`src/rtl/hmqb_pkg.sv`:
```
`default_nettype none
package hmqb_pkg;

    localparam int HEIGHT_W   = 17;
    localparam int Z_W        = 19;
    localparam int X2_W       = 13;
    localparam int Y2_W       = 14;
    localparam int NRM_W      = 16;
    localparam int GW_W       = 12;
    localparam int GH_W       = 13;
    localparam int CFG_DATA_W = 13;
    localparam int CFG_IDX_W  = 1;

    localparam logic [CFG_IDX_W-1:0] REG_GRID_WIDTH  = 1'b0;
    localparam logic [CFG_IDX_W-1:0] REG_GRID_HEIGHT = 1'b1;

    localparam logic [GW_W-1:0] GRID_WIDTH_RESET  = 12'd1600;
    localparam logic [GH_W-1:0] GRID_HEIGHT_RESET = 13'd1600;

    localparam logic [HEIGHT_W-1:0] HEIGHT_ONE = 17'd65536;
    localparam logic [Z_W-1:0]      Z_ONES     = '1;
    localparam int                  Z_STEP     = 4096;
    localparam int                  NORMAL_ONE = 16384;

    // normal datapath widths
    localparam int VEC_W     = 25;
    localparam int MAG_W     = 24;
    localparam int ACC_W     = 50;
    localparam int ROOT_IN_W = 54;
    localparam int ROOT_W    = 27;
    localparam int NUM_W     = 50;
    localparam int Q_W       = 24;
    localparam int UNIT_SHIFT  = 30;
    localparam int FINAL_SHIFT = 14;
    localparam int LEN_SHIFT   = 16;

    localparam int QUEUE_DEPTH = 2;

    // vertex order TL, TR, BL, TR, BR, BL; bit v of each mask
    localparam logic [5:0] VTX_DCOL = 6'b011010;
    localparam logic [5:0] VTX_DROW = 6'b110100;
    localparam logic [2:0] LAST_VERTEX = 3'd5;

    typedef struct packed {
        logic [Z_W-1:0]         ha;
        logic [Z_W-1:0]         hb;
        logic [Z_W-1:0]         hc;
        logic [Z_W-1:0]         hd;
        logic signed [X2_W-1:0] x2;
        logic signed [Y2_W-1:0] y2;
        logic [Z_W-1:0]         lo;
        logic [Z_W-1:0]         hi;
        logic                   last_grid;
    } job_t;

endpackage
`default_nettype wire

```
`src/rtl/hmqb_queue.sv`:
```
`default_nettype none
module hmqb_queue import hmqb_pkg::*; (
    input  wire logic clk,
    input  wire logic rst_n,
    input  wire logic push_valid,
    output logic      push_ready,
    input  job_t      push_job,
    output logic      pop_valid,
    input  wire logic pop_ready,
    output job_t      pop_job
);

    localparam int PTR_W = (QUEUE_DEPTH > 1) ? $clog2(QUEUE_DEPTH) : 1;
    localparam int CNT_W = $clog2(QUEUE_DEPTH + 1);

    job_t             slot_reg [0:QUEUE_DEPTH-1];
    logic [PTR_W-1:0] wr_reg;
    logic [PTR_W-1:0] rd_reg;
    logic [CNT_W-1:0] count_reg;
    logic             push;
    logic             pop;

    assign push_ready = (count_reg != CNT_W'(QUEUE_DEPTH));
    assign pop_valid  = (count_reg != '0);
    assign pop_job    = slot_reg[rd_reg];
    assign push       = push_valid && push_ready;
    assign pop        = pop_valid && pop_ready;

    always_ff @(posedge clk)
    begin
        if (push)
            slot_reg[wr_reg] <= push_job;
    end

    always_ff @(posedge clk or negedge rst_n)
    begin
        if (!rst_n)
        begin
            wr_reg    <= '0;
            rd_reg    <= '0;
            count_reg <= '0;
        end
        else
        begin
            if (push)
                wr_reg <= (wr_reg == PTR_W'(QUEUE_DEPTH - 1)) ? '0 : wr_reg + 1'b1;
            if (pop)
                rd_reg <= (rd_reg == PTR_W'(QUEUE_DEPTH - 1)) ? '0 : rd_reg + 1'b1;
            if (push && !pop)
                count_reg <= count_reg + 1'b1;
            else if (pop && !push)
                count_reg <= count_reg - 1'b1;
        end
    end

endmodule
`default_nettype wire

```
`config.mk`:
```
export PLATFORM = sky130hd
export DESIGN_NAME = hmqb_queue
export DESIGN_NICKNAME = d
export VERILOG_FILES = /design/src/rtl/hmqb_pkg.sv /design/src/rtl/hmqb_queue.sv
export SDC_FILE = /design/constraint.sdc
export NUM_CORES = 1
export LEC_CHECK = 0
export BUFFER_PORTS_ARGS = -buffer_cell sky130_fd_sc_hd__buf_2
export CAP_MARGIN = 30
export CELL_PAD_IN_SITES_DETAIL_PLACEMENT = 0
export CELL_PAD_IN_SITES_GLOBAL_PLACEMENT = 1
export CORE_ASPECT_RATIO = 0.5
export CORE_MARGIN = 2
export CORE_UTILIZATION = 40
export CTS_CLUSTER_SIZE = 25
export DETAILED_ROUTE_END_ITERATION = 10
export HOLD_SLACK_MARGIN = 0.06
export PLACE_DENSITY = 0.75
export RECOVER_POWER = 25
export SLEW_MARGIN = 20
export SYNTH_ARGS = -nofsm -noshare
export SYNTH_HDL_FRONTEND = slang
export SYNTH_SLANG_ARGS = --single-unit
```
`constraint.sdc`:
```
create_clock -name clk -period 6.8 [get_ports clk]
set_input_delay 0.68 -clock clk [delete_from_list [all_inputs] [get_ports clk]]
set_output_delay 0.68 -clock clk [all_outputs]
set_load 0.02 [all_outputs]
```
### Yosys cells after proc, flatten, opt, wreduce, memory -nomap -nowiden

Memory sizes are Yosys's and may differ from the RTL's.
Cells that the tools add are included.

| word-level totals | value |
|---|---|
| register bits after elaboration | 4 |
| bits in writable memories | 284 |
| input bits | 146 |
| output and inout port bits | 144 |
| word-level logic and storage cells | 23 |
| memories kept | 1 |

| operators by class | value |
|---|---|
| $add $sub $neg | 4 |
| equal/unequal tests | 1 |
| mux-type cells | 6 |
| reduce and logical (&&, ||, !) cells | 8 |

Memory list:

| name | words | bits a word | rd ports | clocked after memory_dff | wr ports | line | source |
|---|---|---|---|---|---|---|---|
| slot_reg | 2 | 142 | 1 | 0 | 1 | hmqb_queue.sv:16 | `job_t slot_reg [0:QUEUE_DEPTH-1];` |

Operators by type and width:

| cell | number |
|---|---|
| $logic_and A1 B1 Y1 | 4 |
| $mux W1 | 4 |
| $mux W2 | 2 |
| $reduce_bool A2 Y1 | 2 |
| $add A1 B1 Y1 const B | 2 |
| $add A2 B1 Y2 const B | 1 |
| $logic_not A1 Y1 | 2 |
| $ne A2 B2 Y1 const B | 1 |
| $sub A2 B1 Y2 const B | 1 |

### Depth between registers and ports, before layout

| logic depth | value |
|---|---|
| depth in word-level cells | 6 |
| gate-level depth with buffers | 7 |
| gate-level depth less buffers | 7 |

### Worst setup path after synthesis

OpenSTA, ideal clock, no wires.

| timing | value |
|---|---|
| path kind | reg2reg |
| start point | reg count_reg[0] |
| end point | mem slot_reg[0][0] (netlist bit), enable pin |
| setup time | 645 ps |
| arrival time | 6695 ps |
| required time | 6155 ps |
| setup slack | -541 ps |
| cell stages (with the launch flop) | 4 |
| path buffers | 0 |
| clock period less this slack | 7341 ps |
| cell sequence | dfrtp_1 nand2b_1 nand2_1 nor2_1 |

| between the ends | value |
|---|---|
| word-level cells in the longest chain between the ends | 4 |

Ends and longest elaborated chain:

| element | line | source |
|---|---|---|
| start: declaration | hmqb_queue.sv:19 | `logic [CNT_W-1:0] count_reg;` |
| start signal: assignment | hmqb_queue.sv:50 | `count_reg <= count_reg + 1'b1;` |
| start signal: assignment | hmqb_queue.sv:52 | `count_reg <= count_reg - 1'b1;` |
| $ne A2 B2 Y1 | hmqb_queue.sv:23 | `assign push_ready = (count_reg != CNT_W'(QUEUE_DEPTH));` |
| via push_ready | hmqb_queue.sv:6 | `output logic push_ready,` |
| $logic_and A1 B1 Y1 | hmqb_queue.sv:26 | `assign push = push_valid && push_ready;` |
| $mux W1 | hmqb_queue.sv:31 | `if (push)` |
| $mux W1 (not written as such) | hmqb_queue.sv:32 | `slot_reg[wr_reg] <= push_job;` |
| end: declaration | hmqb_queue.sv:16 |  |

The timed path passes the listed nets, and every way through them passes these cells.

==> results.sh <==
export IMPL_cts_sinks=288
export IMPL_path_cells="buf_12 > mux2_2 > buf_2"
export IMPL_hold_ws_ns=0.338
export IMPL_via_per_inst=4.61
export IMPL_largest_register_ffs=284
export IMPL_hold_viol=0
export IMPL_p_leak_nw=5.17
export IMPL_synth_warnings=0
export IMPL_fin_skew_ns=0.00709
export IMPL_max_freq_ghz=0.343
export IMPL_nets=918
export IMPL_stdcell_area_mm2=0.0135
export IMPL_yosysUniqueCellTypes=15
export IMPL_die_x_um=236
export IMPL_drt_total_wl_mm=21.6
export IMPL_insertion_delay_ns=0.52
export IMPL_yosysSeqAreaShare_pct=80.5
export IMPL_gp_congestion=0.753
export IMPL_async_reset_ff_share_pct=1.39
export IMPL_drtAntennaViolNets=0
export IMPL_yosys_area_share_simple_pct=0.315
export IMPL_hold_class="in2reg"
export IMPL_placedInstanceArea_mm2=0.0125
export IMPL_power_mw=6.11
export IMPL_ctsResizeCount=0
export IMPL_finalNonFillerCells=1146
export IMPL_fill_cells=2200
export IMPL_yosysMostFrequentCell="edfxtp_1"
export IMPL_synth_area_leader_cell="edfxtp_1"
export IMPL_rsz0062_at_grt="false"
export IMPL_syn_area_mm2=0.0107
export IMPL_yosys_top_cells_count="edfxtp_1, mux2_2, mux2_4, buf_6, buf_2"
export IMPL_min_period_ns=2.92
export IMPL_cts_tree="done"
export IMPL_worst_slew_pin_slew_ns=0.855
export IMPL_vdd_ir_drop_max_uv=269
export IMPL_overflow=0
export IMPL_maxCapViolCount=0
export IMPL_ys_top_cells_by_area="edfxtp_1, mux2_4, mux2_2"
export IMPL_final_layout_size_suffix_gt1_share_pct=58.4
export IMPL_cts_root_buf="clkbuf_16"
export IMPL_cpPeakStageDelay_ns=0.59
export IMPL_ios=290
export IMPL_drt_iter0_drc=265
export IMPL_end_kind="primary output"
export IMPL_htreeDepth=1
export IMPL_numCtsBuffers=26
export IMPL_outcome="completed"
export IMPL_ys_ff_latch=288
export IMPL_die_area_mm2=0.0282
export IMPL_slew_violations=0
export IMPL_synthAdderAreaFrac_pct=0.117
export IMPL_post_cts_buffers=0
export IMPL_synth_top_family_by_area="multiplexers"
export IMPL_synth_nets=607
export IMPL_path_clk_slew_ns=0.07
export IMPL_firstDrtPassIters=4
export IMPL_yosys_mux_area_fraction_pct=17.4
export IMPL_synth_edf_count=284
export IMPL_areaGrowthSynthToFinish_pct=25.8
export IMPL_crit_type="reg2out"
export IMPL_core_mm2=0.0264
export IMPL_worst_slack_ns=3.88
export IMPL_first_global_vias=5506
export IMPL_hpwlAfterDp_mm=14.5
export IMPL_clk_path_buf_depth=3
export IMPL_synth_compound_area_share_pct=0
export IMPL_port_buffers=289
export IMPL_cp_arrival_ns=2.24
export IMPL_finalSetupViolCount=0
export IMPL_yosys_area_top_type_share_pct=79.6
export IMPL_wl_per_cell_um=18.8
export IMPL_place_inst=1090
export IMPL_synth_xor_area_share_pct=0.408
export IMPL_grt_pass1_wl_mm=31.7
export IMPL_dp_slack_ns=3.88
export IMPL_antenna_found_initial=3
export IMPL_syn_avg_cell_area_um2=23.3
export IMPL_multiInputGateArea_mm2=0.00196
export IMPL_start_kind="flip-flop"
export IMPL_critPathMaxFanout=81
export IMPL_crit_slowest_cell="dfrtp_4"
export IMPL_power_density_mw_per_mm2=453
export IMPL_crit_required_ns=6.12
export IMPL_grt_usage_pct=14.8
export IMPL_relSlewSlack_pct=43.0
export IMPL_die_y_um=120
export IMPL_post_synth_inst_count=460
export IMPL_dr_total_vias=5280
export IMPL_initial_core_util_pct=40.6
export IMPL_setup_tns_ns=0
export IMPL_grt_max_degree=82
export IMPL_layout_area_seq_mm2=0.00863
export IMPL_std_cell_rows=42
export IMPL_drc=0
export IMPL_synth_flop_cell="edfxtp_1"
export IMPL_final_util_pct=51.1
export IMPL_fin_crit_sh_pct=42.9
-- layout make-up --
class,count,share of cell area (%)
Multi-Input combinational cell,155,14.6
Timing Repair Buffer,299,11.8
Sequential cell,288,64.0
Inverter,1,0.0278
Clock buffer,35,5.23
Tap cell,352,3.27
Clock inverter,13,0.993
Antenna cell,3,0.0557
-- path summary, 6_finish.rpt --
path / from / slack, ns / endpoint / cells past startpoint
min in group asynchronous: rst_n / 0.48 / count_reg[1] / 2
hold / removal: push_job[60] / 0.34 / slot_reg[0][60] / 1
setup / recovery: rd_reg / 3.88 / pop_job[126] / 3
hold reg to reg: count_reg[1] / 0.49 / count_reg[1] / 1
max in group asynchronous: rst_n / 6.17 / rd_reg / 2
setup reg to reg: count_reg[0] / 4.75 / slot_reg[1][78] / 3
-- kinds of logic after synthesis --
group / after synthesis
adders and majority gates: 1
and+or+nand+nor: 7
muxes: 142
DFF: 288
xor gates and xnor gates: 5
buffers and inverters: 17
-- timing repair --
item | in CTS | in global routing
endpoints found under the hold margin | 4 | 0
setup endpoints to repair | 0 | 0
hold buffers | 1 | 0
-- cell usage in the layout (no fill, tap or decap), types with 4 or more instances in the layout --
master,count
buf_16,4
buf_2,272
buf_4,4
clkbuf_1,25
clkbuf_16,27
clkinv_1,5
clkinv_2,5
edfxtp_1,284
mux2_2,72
mux2_4,70
-- layer usage --
| metal | global-route usage (%) | vias to the layer above | wire (µm) |
|---|---|---|---|
| met5 | 0 | - | 0 |
| met4 | 5.57 | 0 | 643 |
| met3 | 2.81 | 43 | 616 |
| met2 | 28.7 | 90 | 12300 |
| met1 | 16.2 | 2688 | 8010 |
| li1 | - | 2459 | - |
-- worst max-delay path, delay by kind of cell, from the launching register on --
kind | cells | cell delay [ns]
buffers and inverters | 2 | 0.59
flip-flops | 1 | 0.59
multiplexers | 1 | 0.40
-- power breakdown --
group          total [mW]  internal [mW]  leakage, nW  switching [mW]
Clock                1.45          0.841        0.412           0.608
Sequential           2.54           2.43         2.68           0.112
Combinational        2.13          0.888         2.08            1.24
Total                6.11           4.15         5.17            1.96
Power figures use the tool's default switching activity.
