===== config.mk =====
export PLATFORM = sky130hd
export DESIGN_NAME = hmqb_back_flat
export DESIGN_NICKNAME = d
export VERILOG_FILES = /design/src/rtl/hmqb_pkg.sv /design/src/rtl/hmqb_channels.sv /design/src/rtl/hmqb_back.sv /design/src/flat_wrapper.sv
export SDC_FILE = /design/constraint.sdc
export NUM_CORES = 2
export LEC_CHECK = 0
export ABC_AREA = 0
export BUFFER_PORTS_ARGS = -buffer_cell sky130_fd_sc_hd__clkbuf_2
export CORE_MARGIN = 2
export CORE_UTILIZATION = 35
export DETAILED_ROUTE_END_ITERATION = 16
export GPL_TIMING_DRIVEN = 0
export PLACE_DENSITY = 0.48
export SLEW_MARGIN = 20
export SYNTH_ARGS = -nofsm -noshare
export SYNTH_HDL_FRONTEND = slang
export SYNTH_SLANG_ARGS = --single-unit

===== constraint.sdc =====
create_clock -name clk -period 17.8 [get_ports clk]
set_clock_uncertainty 0.15 [all_clocks]
set_input_delay 1.78 -clock clk [delete_from_list [all_inputs] [get_ports clk]]
set_output_delay 1.78 -clock clk [all_outputs]
set_load 0.05 [all_outputs]

===== src/rtl/hmqb_pkg.sv =====
`default_nettype none
package hmqb_pkg;

    localparam int HEIGHT_W   = 17;
    localparam int Z_W        = 19;
    localparam int X2_W       = 13;
    localparam int Y2_W       = 14;
    localparam int NRM_W      = 16;
    localparam int GW_W       = 12;
    localparam int GH_W       = 13;
    localparam int CFG_DATA_W = 13;
    localparam int CFG_IDX_W  = 1;

    localparam logic [CFG_IDX_W-1:0] REG_GRID_WIDTH  = 1'b0;
    localparam logic [CFG_IDX_W-1:0] REG_GRID_HEIGHT = 1'b1;

    localparam logic [GW_W-1:0] GRID_WIDTH_RESET  = 12'd1600;
    localparam logic [GH_W-1:0] GRID_HEIGHT_RESET = 13'd1600;

    localparam logic [HEIGHT_W-1:0] HEIGHT_ONE = 17'd65536;
    localparam logic [Z_W-1:0]      Z_ONES     = '1;
    localparam int                  Z_STEP     = 4096;
    localparam int                  NORMAL_ONE = 16384;

    // normal datapath widths
    localparam int VEC_W     = 25;
    localparam int MAG_W     = 24;
    localparam int ACC_W     = 50;
    localparam int ROOT_IN_W = 54;
    localparam int ROOT_W    = 27;
    localparam int NUM_W     = 50;
    localparam int Q_W       = 24;
    localparam int UNIT_SHIFT  = 30;
    localparam int FINAL_SHIFT = 14;
    localparam int LEN_SHIFT   = 16;

    localparam int QUEUE_DEPTH = 2;

    // vertex order TL, TR, BL, TR, BR, BL; bit v of each mask
    localparam logic [5:0] VTX_DCOL = 6'b011010;
    localparam logic [5:0] VTX_DROW = 6'b110100;
    localparam logic [2:0] LAST_VERTEX = 3'd5;

    typedef struct packed {
        logic [Z_W-1:0]         ha;
        logic [Z_W-1:0]         hb;
        logic [Z_W-1:0]         hc;
        logic [Z_W-1:0]         hd;
        logic signed [X2_W-1:0] x2;
        logic signed [Y2_W-1:0] y2;
        logic [Z_W-1:0]         lo;
        logic [Z_W-1:0]         hi;
        logic                   last_grid;
    } job_t;

endpackage
`default_nettype wire


===== src/rtl/hmqb_channels.sv =====
`default_nettype none


interface hmqb_vertex_if import hmqb_pkg::*; ();
    logic                    valid;
    logic                    ready;
    logic signed [X2_W-1:0]  vertex_x2;
    logic signed [Y2_W-1:0]  vertex_y2;
    logic [Z_W-1:0]          vertex_z;
    logic signed [NRM_W-1:0] normal_x;
    logic signed [NRM_W-1:0] normal_y;
    logic signed [NRM_W-1:0] normal_z;
    logic [Z_W-1:0]          low_height;
    logic [Z_W-1:0]          high_height;
    logic                    last_of_quad;
    logic                    last_of_grid;

    modport source (output valid, output vertex_x2, output vertex_y2, output vertex_z,
                    output normal_x, output normal_y, output normal_z,
                    output low_height, output high_height,
                    output last_of_quad, output last_of_grid, input ready);
    modport sink (input valid, input vertex_x2, input vertex_y2, input vertex_z,
                  input normal_x, input normal_y, input normal_z,
                  input low_height, input high_height,
                  input last_of_quad, input last_of_grid, output ready);
endinterface
`default_nettype wire


===== src/rtl/hmqb_back.sv =====
`default_nettype none
module hmqb_back import hmqb_pkg::*; (
    input  wire logic clk,
    input  wire logic rst_n,
    input  wire logic job_valid,
    output logic      job_ready,
    input  job_t      job,
    hmqb_vertex_if.source vertices
);

    typedef enum logic [4:0] {
        B_IDLE   = 5'b00001,
        B_SQUARE = 5'b00010,
        B_ROOT   = 5'b00100,
        B_DIVIDE = 5'b01000,
        B_EMIT   = 5'b10000
    } back_state_t;

    localparam logic [1:0] PASS_N1    = 2'd0;
    localparam logic [1:0] PASS_N2    = 2'd1;
    localparam logic [1:0] PASS_FINAL = 2'd2;
    localparam logic [4:0] ROOT_LAST  = 5'(ROOT_W - 1);
    localparam logic [4:0] DIV_LAST   = 5'(Q_W);

    back_state_t state_reg;
    job_t        job_reg;
    logic [1:0]  pass_reg;
    logic [1:0]  k_reg;
    logic [4:0]  it_reg;
    logic [2:0]  v_reg;
    logic signed [VEC_W-1:0] vec_reg [0:2];
    logic signed [VEC_W-1:0] u1_reg  [0:2];
    logic signed [VEC_W-1:0] res_reg [0:2];
    logic signed [NRM_W-1:0] nq_reg  [0:2];
    logic [ACC_W-1:0]     acc_reg;
    logic [ROOT_IN_W-1:0] rv_reg;
    logic [ROOT_IN_W-1:0] rr_reg;
    logic [ROOT_IN_W-1:0] rb_reg;
    logic [ROOT_W-1:0]    len_reg;
    logic [ROOT_W-1:0]    rem_reg;
    logic [Q_W-1:0]       nlow_reg;
    logic [Q_W-1:0]       quo_reg;
    logic                 neg_reg;

    logic                    out_valid_reg;
    logic signed [X2_W-1:0]  x2_reg;
    logic signed [Y2_W-1:0]  y2_reg;
    logic [Z_W-1:0]          z_reg;
    logic signed [NRM_W-1:0] nx_reg;
    logic signed [NRM_W-1:0] ny_reg;
    logic signed [NRM_W-1:0] nz_reg;
    logic [Z_W-1:0]          lo_reg;
    logic [Z_W-1:0]          hi_reg;
    logic                    lq_reg;
    logic                    lg_reg;

    logic signed [VEC_W-1:0] cur;
    logic [MAG_W-1:0]        mag;
    logic [2*MAG_W-1:0]      mag_sq;
    logic [ACC_W-1:0]        acc_sum;
    logic [ROOT_IN_W-1:0]    rt;
    logic                    rge;
    logic [ROOT_IN_W-1:0]    rr_next;
    logic [NUM_W-1:0]        num;
    logic [ROOT_W:0]         t2;
    logic                    dge;
    logic [ROOT_W:0]         t2_sub;
    logic [Q_W-1:0]          q_fin;
    logic signed [VEC_W-1:0] q_signed;
    logic [NRM_W-1:0]        q_clamp;
    logic signed [VEC_W-1:0] res_now [0:2];
    logic                    emit_load;
    logic                    dcol;
    logic                    drow;

    assign job_ready = (state_reg == B_IDLE);

    always_comb
    begin
        cur     = vec_reg[k_reg];
        mag     = cur[VEC_W-1] ? MAG_W'(-cur) : MAG_W'(cur);
        mag_sq  = mag * mag;
        acc_sum = acc_reg + ACC_W'(mag_sq);

        rt      = rr_reg + rb_reg;
        rge     = (rv_reg >= rt);
        rr_next = rge ? ((rr_reg >> 1) + rb_reg) : (rr_reg >> 1);

        if (pass_reg == PASS_FINAL)
            num = (NUM_W'(mag) << FINAL_SHIFT) + NUM_W'(len_reg >> 1);
        else
            num = (NUM_W'(mag) << UNIT_SHIFT) + NUM_W'(len_reg >> 1);

        t2     = {rem_reg, nlow_reg[Q_W-1]};
        dge    = (t2 >= {1'b0, len_reg});
        t2_sub = t2 - {1'b0, len_reg};
        q_fin  = {quo_reg[Q_W-2:0], dge};
        q_signed = neg_reg ? -$signed(VEC_W'(q_fin)) : $signed(VEC_W'(q_fin));
        q_clamp  = (q_fin > Q_W'(NORMAL_ONE)) ? NRM_W'(NORMAL_ONE) : NRM_W'(q_fin);

        for (int i = 0; i < 3; i++)
            res_now[i] = (2'(i) == k_reg) ? q_signed : res_reg[i];

        emit_load = (state_reg == B_EMIT) && (!out_valid_reg || vertices.ready);
        dcol      = VTX_DCOL[v_reg];
        drow      = VTX_DROW[v_reg];
    end

    always_ff @(posedge clk or negedge rst_n)
    begin
        if (!rst_n)
        begin
            state_reg     <= B_IDLE;
            pass_reg      <= PASS_N1;
            k_reg         <= '0;
            it_reg        <= '0;
            v_reg         <= '0;
            out_valid_reg <= 1'b0;
        end
        else
        begin
            unique case (state_reg)
                B_IDLE:
                begin
                    if (job_valid)
                    begin
                        pass_reg  <= PASS_N1;
                        k_reg     <= '0;
                        state_reg <= B_SQUARE;
                    end
                end
                B_SQUARE:
                begin
                    if (k_reg == 2'd2)
                    begin
                        it_reg    <= '0;
                        state_reg <= B_ROOT;
                    end
                    else
                    begin
                        k_reg <= k_reg + 1'b1;
                    end
                end
                B_ROOT:
                begin
                    if (it_reg == ROOT_LAST)
                    begin
                        k_reg     <= '0;
                        it_reg    <= '0;
                        state_reg <= B_DIVIDE;
                    end
                    else
                    begin
                        it_reg <= it_reg + 1'b1;
                    end
                end
                B_DIVIDE:
                begin
                    if (it_reg == DIV_LAST)
                    begin
                        it_reg <= '0;
                        if (k_reg != 2'd2)
                        begin
                            k_reg <= k_reg + 1'b1;
                        end
                        else
                        begin
                            k_reg <= '0;
                            if (pass_reg == PASS_FINAL)
                            begin
                                v_reg     <= '0;
                                state_reg <= B_EMIT;
                            end
                            else
                            begin
                                pass_reg  <= pass_reg + 1'b1;
                                state_reg <= B_SQUARE;
                            end
                        end
                    end
                    else
                    begin
                        it_reg <= it_reg + 1'b1;
                    end
                end
                B_EMIT:
                begin
                    if (emit_load)
                    begin
                        v_reg <= v_reg + 1'b1;
                        if (v_reg == LAST_VERTEX)
                            state_reg <= B_IDLE;
                    end
                end
                default:
                begin
                    state_reg <= B_IDLE;
                end
            endcase
            if (emit_load)
                out_valid_reg <= 1'b1;
            else if (vertices.ready)
                out_valid_reg <= 1'b0;
        end
    end

    always_ff @(posedge clk)
    begin
        case (state_reg)
            B_IDLE:
            begin
                job_reg    <= job;
                acc_reg    <= '0;
                vec_reg[0] <= $signed(VEC_W'(job.ha)) - $signed(VEC_W'(job.hb));
                vec_reg[1] <= $signed(VEC_W'(job.ha)) - $signed(VEC_W'(job.hc));
                vec_reg[2] <= $signed(VEC_W'(Z_STEP));
            end
            B_SQUARE:
            begin
                acc_reg <= acc_sum;
                if (k_reg == 2'd2)
                begin
                    if (pass_reg == PASS_FINAL)
                        rv_reg <= ROOT_IN_W'(acc_sum);
                    else
                        rv_reg <= ROOT_IN_W'(acc_sum) << LEN_SHIFT;
                    rr_reg <= '0;
                    rb_reg <= ROOT_IN_W'(1) << (ROOT_IN_W - 2);
                end
            end
            B_ROOT:
            begin
                if (rge)
                    rv_reg <= rv_reg - rt;
                rr_reg <= rr_next;
                rb_reg <= rb_reg >> 2;
                if (it_reg == ROOT_LAST)
                    len_reg <= rr_next[ROOT_W-1:0];
            end
            B_DIVIDE:
            begin
                if (it_reg == '0)
                begin
                    rem_reg  <= ROOT_W'(num[NUM_W-1:Q_W]);
                    nlow_reg <= num[Q_W-1:0];
                    quo_reg  <= '0;
                    neg_reg  <= cur[VEC_W-1];
                end
                else
                begin
                    rem_reg  <= dge ? t2_sub[ROOT_W-1:0] : t2[ROOT_W-1:0];
                    nlow_reg <= nlow_reg << 1;
                    quo_reg  <= q_fin;
                    if (it_reg == DIV_LAST)
                    begin
                        res_reg[k_reg] <= q_signed;
                        nq_reg[k_reg]  <= neg_reg ? -$signed(q_clamp) : $signed(q_clamp);
                        if (k_reg == 2'd2)
                        begin
                            acc_reg <= '0;
                            if (pass_reg == PASS_N1)
                            begin
                                for (int i = 0; i < 3; i++)
                                    u1_reg[i] <= res_now[i];
                                vec_reg[0] <= $signed(VEC_W'(job_reg.hc))
                                              - $signed(VEC_W'(job_reg.hd));
                                vec_reg[1] <= $signed(VEC_W'(job_reg.hb))
                                              - $signed(VEC_W'(job_reg.hd));
                                vec_reg[2] <= $signed(VEC_W'(Z_STEP));
                            end
                            else if (pass_reg == PASS_N2)
                            begin
                                for (int i = 0; i < 3; i++)
                                    vec_reg[i] <= u1_reg[i] + res_now[i];
                            end
                        end
                    end
                end
            end
            B_EMIT:
            begin
                if (emit_load)
                begin
                    x2_reg <= job_reg.x2 + (dcol ? X2_W'(2) : X2_W'(0));
                    y2_reg <= job_reg.y2 + (drow ? Y2_W'(2) : Y2_W'(0));
                    z_reg  <= drow ? (dcol ? job_reg.hd : job_reg.hc)
                                   : (dcol ? job_reg.hb : job_reg.ha);
                    nx_reg <= nq_reg[0];
                    ny_reg <= nq_reg[1];
                    nz_reg <= nq_reg[2];
                    lo_reg <= job_reg.lo;
                    hi_reg <= job_reg.hi;
                    lq_reg <= (v_reg == LAST_VERTEX);
                    lg_reg <= (v_reg == LAST_VERTEX) && job_reg.last_grid;
                end
            end
            default:
            begin
            end
        endcase
    end

    assign vertices.valid        = out_valid_reg;
    assign vertices.vertex_x2    = x2_reg;
    assign vertices.vertex_y2    = y2_reg;
    assign vertices.vertex_z     = z_reg;
    assign vertices.normal_x     = nx_reg;
    assign vertices.normal_y     = ny_reg;
    assign vertices.normal_z     = nz_reg;
    assign vertices.low_height   = lo_reg;
    assign vertices.high_height  = hi_reg;
    assign vertices.last_of_quad = lq_reg;
    assign vertices.last_of_grid = lg_reg;

endmodule
`default_nettype wire


===== src/flat_wrapper.sv =====
// flat-port wrapper written by rule: the top's interface ports become plain ports
module hmqb_back_flat import hmqb_pkg::*;
  (clk, rst_n, job_valid, job_ready, job, vertices_valid, vertices_vertex_x2, vertices_vertex_y2, vertices_vertex_z, vertices_normal_x, vertices_normal_y, vertices_normal_z, vertices_low_height, vertices_high_height, vertices_last_of_quad, vertices_last_of_grid, vertices_ready);
  hmqb_vertex_if vertices_i ();
  input  wire logic clk;
  input  wire logic rst_n;
  input  wire logic job_valid;
  output logic job_ready;
  input  job_t job;
  output wire logic [$bits(vertices_i.valid)-1:0] vertices_valid;
  output wire logic [$bits(vertices_i.vertex_x2)-1:0] vertices_vertex_x2;
  output wire logic [$bits(vertices_i.vertex_y2)-1:0] vertices_vertex_y2;
  output wire logic [$bits(vertices_i.vertex_z)-1:0] vertices_vertex_z;
  output wire logic [$bits(vertices_i.normal_x)-1:0] vertices_normal_x;
  output wire logic [$bits(vertices_i.normal_y)-1:0] vertices_normal_y;
  output wire logic [$bits(vertices_i.normal_z)-1:0] vertices_normal_z;
  output wire logic [$bits(vertices_i.low_height)-1:0] vertices_low_height;
  output wire logic [$bits(vertices_i.high_height)-1:0] vertices_high_height;
  output wire logic [$bits(vertices_i.last_of_quad)-1:0] vertices_last_of_quad;
  output wire logic [$bits(vertices_i.last_of_grid)-1:0] vertices_last_of_grid;
  input wire logic [$bits(vertices_i.ready)-1:0] vertices_ready;
  assign vertices_valid = vertices_i.valid;
  assign vertices_vertex_x2 = vertices_i.vertex_x2;
  assign vertices_vertex_y2 = vertices_i.vertex_y2;
  assign vertices_vertex_z = vertices_i.vertex_z;
  assign vertices_normal_x = vertices_i.normal_x;
  assign vertices_normal_y = vertices_i.normal_y;
  assign vertices_normal_z = vertices_i.normal_z;
  assign vertices_low_height = vertices_i.low_height;
  assign vertices_high_height = vertices_i.high_height;
  assign vertices_last_of_quad = vertices_i.last_of_quad;
  assign vertices_last_of_grid = vertices_i.last_of_grid;
  assign vertices_i.ready = vertices_ready;
  hmqb_back u_core (.clk(clk), .rst_n(rst_n), .job_valid(job_valid), .job_ready(job_ready), .job(job), .vertices(vertices_i));
endmodule

-- Word-level counts from Yosys, hierarchy flattened
Memories as Yosys holds them, arrays and structs flattened. A register that Yosys moved wholly into a read port is not among the register bits.
Index checks and enable logic that the tools add are counted.
- bits in writable memories: 273
- word-level logic and storage cells: 211
- ROM bits: 16
- output and inout port bits: 136
- bits in registers: 560
- memories kept: 6
- bits of input ports: 146
- $mul: 1
- equal/unequal tests: 27
- mux-type cells: 86
- bitwise operators: 6
- add/sub/neg operators: 23
- order comparisons: 4
- reduce and logical (&&, ||, !) cells: 25
- memories (name ; words ; width ; read ports ; clocked after memory_dff ; wr ports ; line ; RTL):
    u_core.res_reg ; 3 ; 25 ; 3 ; 0 ; 1 ; hmqb_back.sv:33 ; logic signed [VEC_W-1:0] res_reg [0:2];
    u_core.u1_reg ; 3 ; 25 ; 3 ; 0 ; 3 ; hmqb_back.sv:32 ; logic signed [VEC_W-1:0] u1_reg [0:2];
    u_core.vec_reg ; 3 ; 25 ; 1 ; 0 ; 3 ; hmqb_back.sv:31 ; logic signed [VEC_W-1:0] vec_reg [0:2];
    u_core.nq_reg ; 3 ; 16 ; 3 ; 3 ; 1 ; hmqb_back.sv:34 ; logic signed [NRM_W-1:0] nq_reg [0:2];
    (no name shown) ; 8 ; 1 ; 1 ; 0 ; 0 ; hmqb_back.sv:105 ; dcol = VTX_DCOL[v_reg];
    (no name shown) ; 8 ; 1 ; 1 ; 0 ; 0 ; hmqb_back.sv:106 ; drow = VTX_DROW[v_reg];
- operators by type and width (kind ; number):
    $mux 54 ; 6
    $pmux 54 s2 ; 3
    $mux 25 ; 10
    $mux 50 ; 4
    $pmux 50 s3 ; 1
    $sub 19x19->20 ; 4
    $add 25x25->25 ; 3
    $mux 19 ; 3
    $mux 5 ; 11
    $add 53x54->54 ; 1
    $add 54x54->54 ; 1
    $ge 54x54->1 ; 1
    $sub 54x54->54 ; 1
    $add 50x26->50 ; 1
    $add 50x48->50 ; 1
    $mul 24x24->48 ; 1
    $mux 24 ; 2
    $add 38x26->39 ; 1
    $mux 16 ; 2
    $ge 28x27->1 ; 1
    $mux 27 ; 1
    $sub 27x27->27 ; 1
    $mux 26 ; 1
    $neg 24->25 ; 1
    other kinds (43) ; 110

-- Longest topological paths before layout
- word-level depth: 9
- depth in mapped cells: 40

-- Worst setup path after synthesis
OpenSTA, ideal clock, no wires.
- kind: reg2reg
- from: reg u_core.k_reg[0]
- to: reg u_core.rv_reg[38], data pin
- path buffers: 5
- stages on the path, launching flop included: 37
- data required time: 17.380 ns
- arrival time: 8.962 ns
- clock period less this slack: 9.383 ns
- slack: 8.417 ns
- library setup time: 0.270 ns
- cells stage by stage: dfrtp_1 > buf_6 > mux2i_1 > o21a_1 > clkbuf_1 > ha_1 > o211a_2 > and3_1 > buf_2 > a21oi_1 > xor2_1 > inv_1 > buf_2 > buf_1 > nand2_1 > fa_1 > inv_1 > fa_1 > fa_1 > inv_1 > fa_1 > fa_1 > inv_1 > fa_1 > fa_1 > ha_1 > a211oi_1 > nor2_1 > a2111oi_0 > o21ai_0 > a311oi_2 > o21ai_0 > a21o_1 > a21oi_1 > xnor2_1 > a211oi_1 > a21oi_1
- longest elaborated chain between the ends: 8
- RTL lines (item ; line ; RTL):
    start: declaration ; hmqb_back.sv:28 ; logic [1:0] k_reg;
    start signal: assignment ; hmqb_back.sv:141 ; k_reg <= k_reg + 1'b1;
    start signal: assignment ; hmqb_back.sv:164 ; k_reg <= k_reg + 1'b1;
    $mem_v2 3x25 (*) ; -- ;
    $neg 24->24 ; hmqb_back.sv:81 ; mag = cur[VEC_W-1] ? MAG_W'(-cur) : MAG_W'(cur);
    $mux 24 (*) ; hmqb_back.sv:81 ;
    $mul 24x24->48 (*) ; hmqb_back.sv:82 ; mag_sq = mag * mag;
    $add 50x48->50 (*) ; hmqb_back.sv:83 ; acc_sum = acc_reg + ACC_W'(mag_sq);
    $mux 54 (*) ; hmqb_back.sv:223 ; if (pass_reg == PASS_FINAL)
    $mux 54 (*) ; hmqb_back.sv:221 ; if (k_reg == 2'd2)
    $pmux 54 s2 (*) ; hmqb_back.sv:209 ; case (state_reg)
    end signal: assignment ; hmqb_back.sv:224 ; rv_reg <= ROOT_IN_W'(acc_sum);
    end signal: assignment ; hmqb_back.sv:226 ; rv_reg <= ROOT_IN_W'(acc_sum) << LEN_SHIFT;
    end signal: assignment ; hmqb_back.sv:234 ; rv_reg <= rv_reg - rt;
    end: declaration ; hmqb_back.sv:36 ; logic [ROOT_IN_W-1:0] rv_reg;
Mark *: on every way between the ends. The rest lies on a longest branch, timed or not. The select of a mux whose other input is x is not followed.
A chain may end at the register's enable or synchronous reset.

-- Worst setup path in the final report
- from: reg u_core.k_reg[0]
- to: reg u_core.rv_reg[33], data pin
The elaborated chain is that of the path after synthesis.

==> flow_metrics.env <==
export IMPL_synth_seq_cells=854
export IMPL_timing_fmax_mhz=75.6
export IMPL_cp_common_cell="fa_1"
export IMPL_critPathCaptureType="flip-flop"
export IMPL_remaining_drc_errors=0
export IMPL_viasPerCell=5.30
export IMPL_syn_inst=6448
export IMPL_yosys_top_cells_count="inv_1, edfxtp_1, nor2_1"
export IMPL_synth_edf_count=836
export IMPL_cts_tree="built"
export IMPL_rsz0062_at_grt="no"
export IMPL_tns_ns=0
export IMPL_grt_max_degree=94
export IMPL_run_status="completed"
export IMPL_via_count=50000
export IMPL_io_buffers=281
export IMPL_io_pins=282
export IMPL_timing_final_crit_share_pct=74.3
export IMPL_hold_path_startpoint="u_core.job_reg[25]"
export IMPL_grt_pass1_vias=50600
export IMPL_ctsHtreeMaxLevel=3
export IMPL_syn_cell_area_um2=66300
export IMPL_hp_class="flip-flop to flip-flop"
export IMPL_syn_to_final_growth_pct=13.3
export IMPL_dp_hpwl_um=182000
export IMPL_r2r_slack_ns=4.57
export IMPL_finalCriticalPeriod_ns=13.23
export IMPL_grt_antenna_before_repair=23
export IMPL_numCtsBuffers=103
export IMPL_post_synth_top_count_cell="inv_1"
export IMPL_rows=159
export IMPL_grtUsageTotal_pct=23.8
export IMPL_finalSetupViolCount=0
export IMPL_crit_slowest_cell="xor2_1"
export IMPL_core_um2=188000
export IMPL_slew_viol_final=0
export IMPL_first_pass_iters=5
export IMPL_max_stage_delay_ns=0.84
export IMPL_crit_path_start_kind="flip-flop"
export IMPL_clockBufferDepth=3
export IMPL_insertion_delay_ns=0.77
export IMPL_wl_per_cell_um=24.5
export IMPL_grt_first_pass_wirelength_um=339000
export IMPL_cp_arrival_ns=13.55
export IMPL_hold_viol=0
export IMPL_synthTopCellsByArea="edfxtp_1, fa_1, ha_1"
export IMPL_seq_area_um2=25600
export IMPL_cts_hold_buffers=0
export IMPL_maxCapViolCount=0
export IMPL_syn_avg_cell_area_um2=10.3
export IMPL_max_slew_margin_pct=15.0
export IMPL_clkTransAtPathRegs_ns=0.06
export IMPL_drt_total_wl_um=231000
export IMPL_ys_warn_count=0
export IMPL_synth_cell_type_count=106
export IMPL_ant_nets=0
export IMPL_drive_gt1_share_pct=8.61
export IMPL_ys_flop_type="edfxtp_1"
export IMPL_ys_seq_area_share_pct=38.5
export IMPL_critical_path_class="flip-flop to flip-flop"
export IMPL_rr_startpoint="u_core.k_reg[0]"
export IMPL_fp_dieH_um=439
export IMPL_crit_fanout=10
export IMPL_largest_register_ffs=142
export IMPL_synth_area_leader_cell="edfxtp_1"
export IMPL_async_reset_ff_share_pct=2.11
export IMPL_cts_sinks=854
export IMPL_nNetsFinal=7971
export IMPL_startpoint="u_core.k_reg[0]"
export IMPL_start_util_pct=35.3
export IMPL_first_iter_violations=4091
export IMPL_multi_input_area_um2=36800
export IMPL_critPathRequiredTime_ns=18.12
export IMPL_die_area_um2=193000
export IMPL_syn_nets=7560
export IMPL_root_buffer="clkbuf_16"
export IMPL_fp_dieW_um=439
export IMPL_gp_congestion=0.922
export IMPL_post_cts_setup_buffers=0
export IMPL_worst_pin_slew_ns=1.27
export IMPL_nFillCells=18600
export IMPL_overflow=0
export IMPL_synth_top_cell_area_share_pct=37.9
export IMPL_cts_resized=0
-- final cells by class --
type | instances | area share, %
timing repair buffer | 306 | 2.52
clock buffer | 118 | 3.52
buffer | 216 | 1.16
antenna | 3 | 0.0100
multi-input combinational | 4509 | 49.0
inverter | 869 | 4.37
tap | 2495 | 4.16
clock inverter | 73 | 1.21
sequential | 854 | 34.0
-- cell usage in the layout, fill, tap and decap left out, types with 195 or more instances in the layout --
cell type,netlist,layout
nor2_1,544,543
clkbuf_1,187,195
ha_1,490,490
xnor2_1,223,215
inv_1,854,852
o21ai_0,297,297
nand2_1,541,539
clkbuf_2,0,285
a21oi_1,404,403
fa_1,476,476
edfxtp_1,836,836
-- worst paths after layout --
path,end,cells past startpoint
worst max-delay path,u_core.rv_reg[33],37
worst min-delay path,u_core.vertices.low_height[5],0
worst max register to register,u_core.rv_reg[33],37
worst min register to register,u_core.vertices.low_height[5],0
max in group asynchronous,u_core.k_reg[0],1
min in group asynchronous,u_core.v_reg[2],1
-- through the flow --
stage	hold WS (ns)	setup WS, ns	instance area [µm²]	util (%)	instances
global placement	0.250	3.84	70800	37.7	9224
global route	0.216	4.01	75100	39.9	9441
detailed placement	0.255	4.52	71500	38.0	9249
CTS	0.222	4.48	75100	39.9	9440
finish	0.213	4.57	75100	39.9	9443
floorplan	0.250	8.42	66300	-	6448
-- cell families (layout without fill, tap and decap cells) --
kind of cell / count (synthesis) / count (layout) / synth area share (%)
flops: 854 / 854 / 38.5
simple gates: 1684 / 1684 / 11.7
buf+inv: 1085 / 1582 / 6.21
other cells: 0 / 3 / 0
xor+xnor: 416 / 416 / 5.61
compound gates: 1372 / 1372 / 13.1
fa+ha+maj: 966 / 966 / 23.6
mux: 71 / 71 / 1.21
-- worst max-delay path: cells and delay by family, from the launching register on --
kind | cells | cell delay [ns]
fa+ha+maj | 9 | 4.24
compound gates | 10 | 3.18
buf+inv | 10 | 2.45
xor+xnor | 2 | 1.42
simple gates | 5 | 0.82
flops | 1 | 0.41
mux | 1 | 0.21
-- metal layers --
layer / up-vias / part of all wire (%) / GRT usage (%)
li1: 23200 / - / -
met1: 24900 / 43 / 31.3
met2: 1542 / 47 / 39.4
met3: 356 / 5.9 / 3.93
met4: 24 / 4.3 / 9.03
met5: - / 0.068 / 0
Power is not shown: default switching activity piles up to over one toggle a cycle in this logic, so the estimate is an artifact.
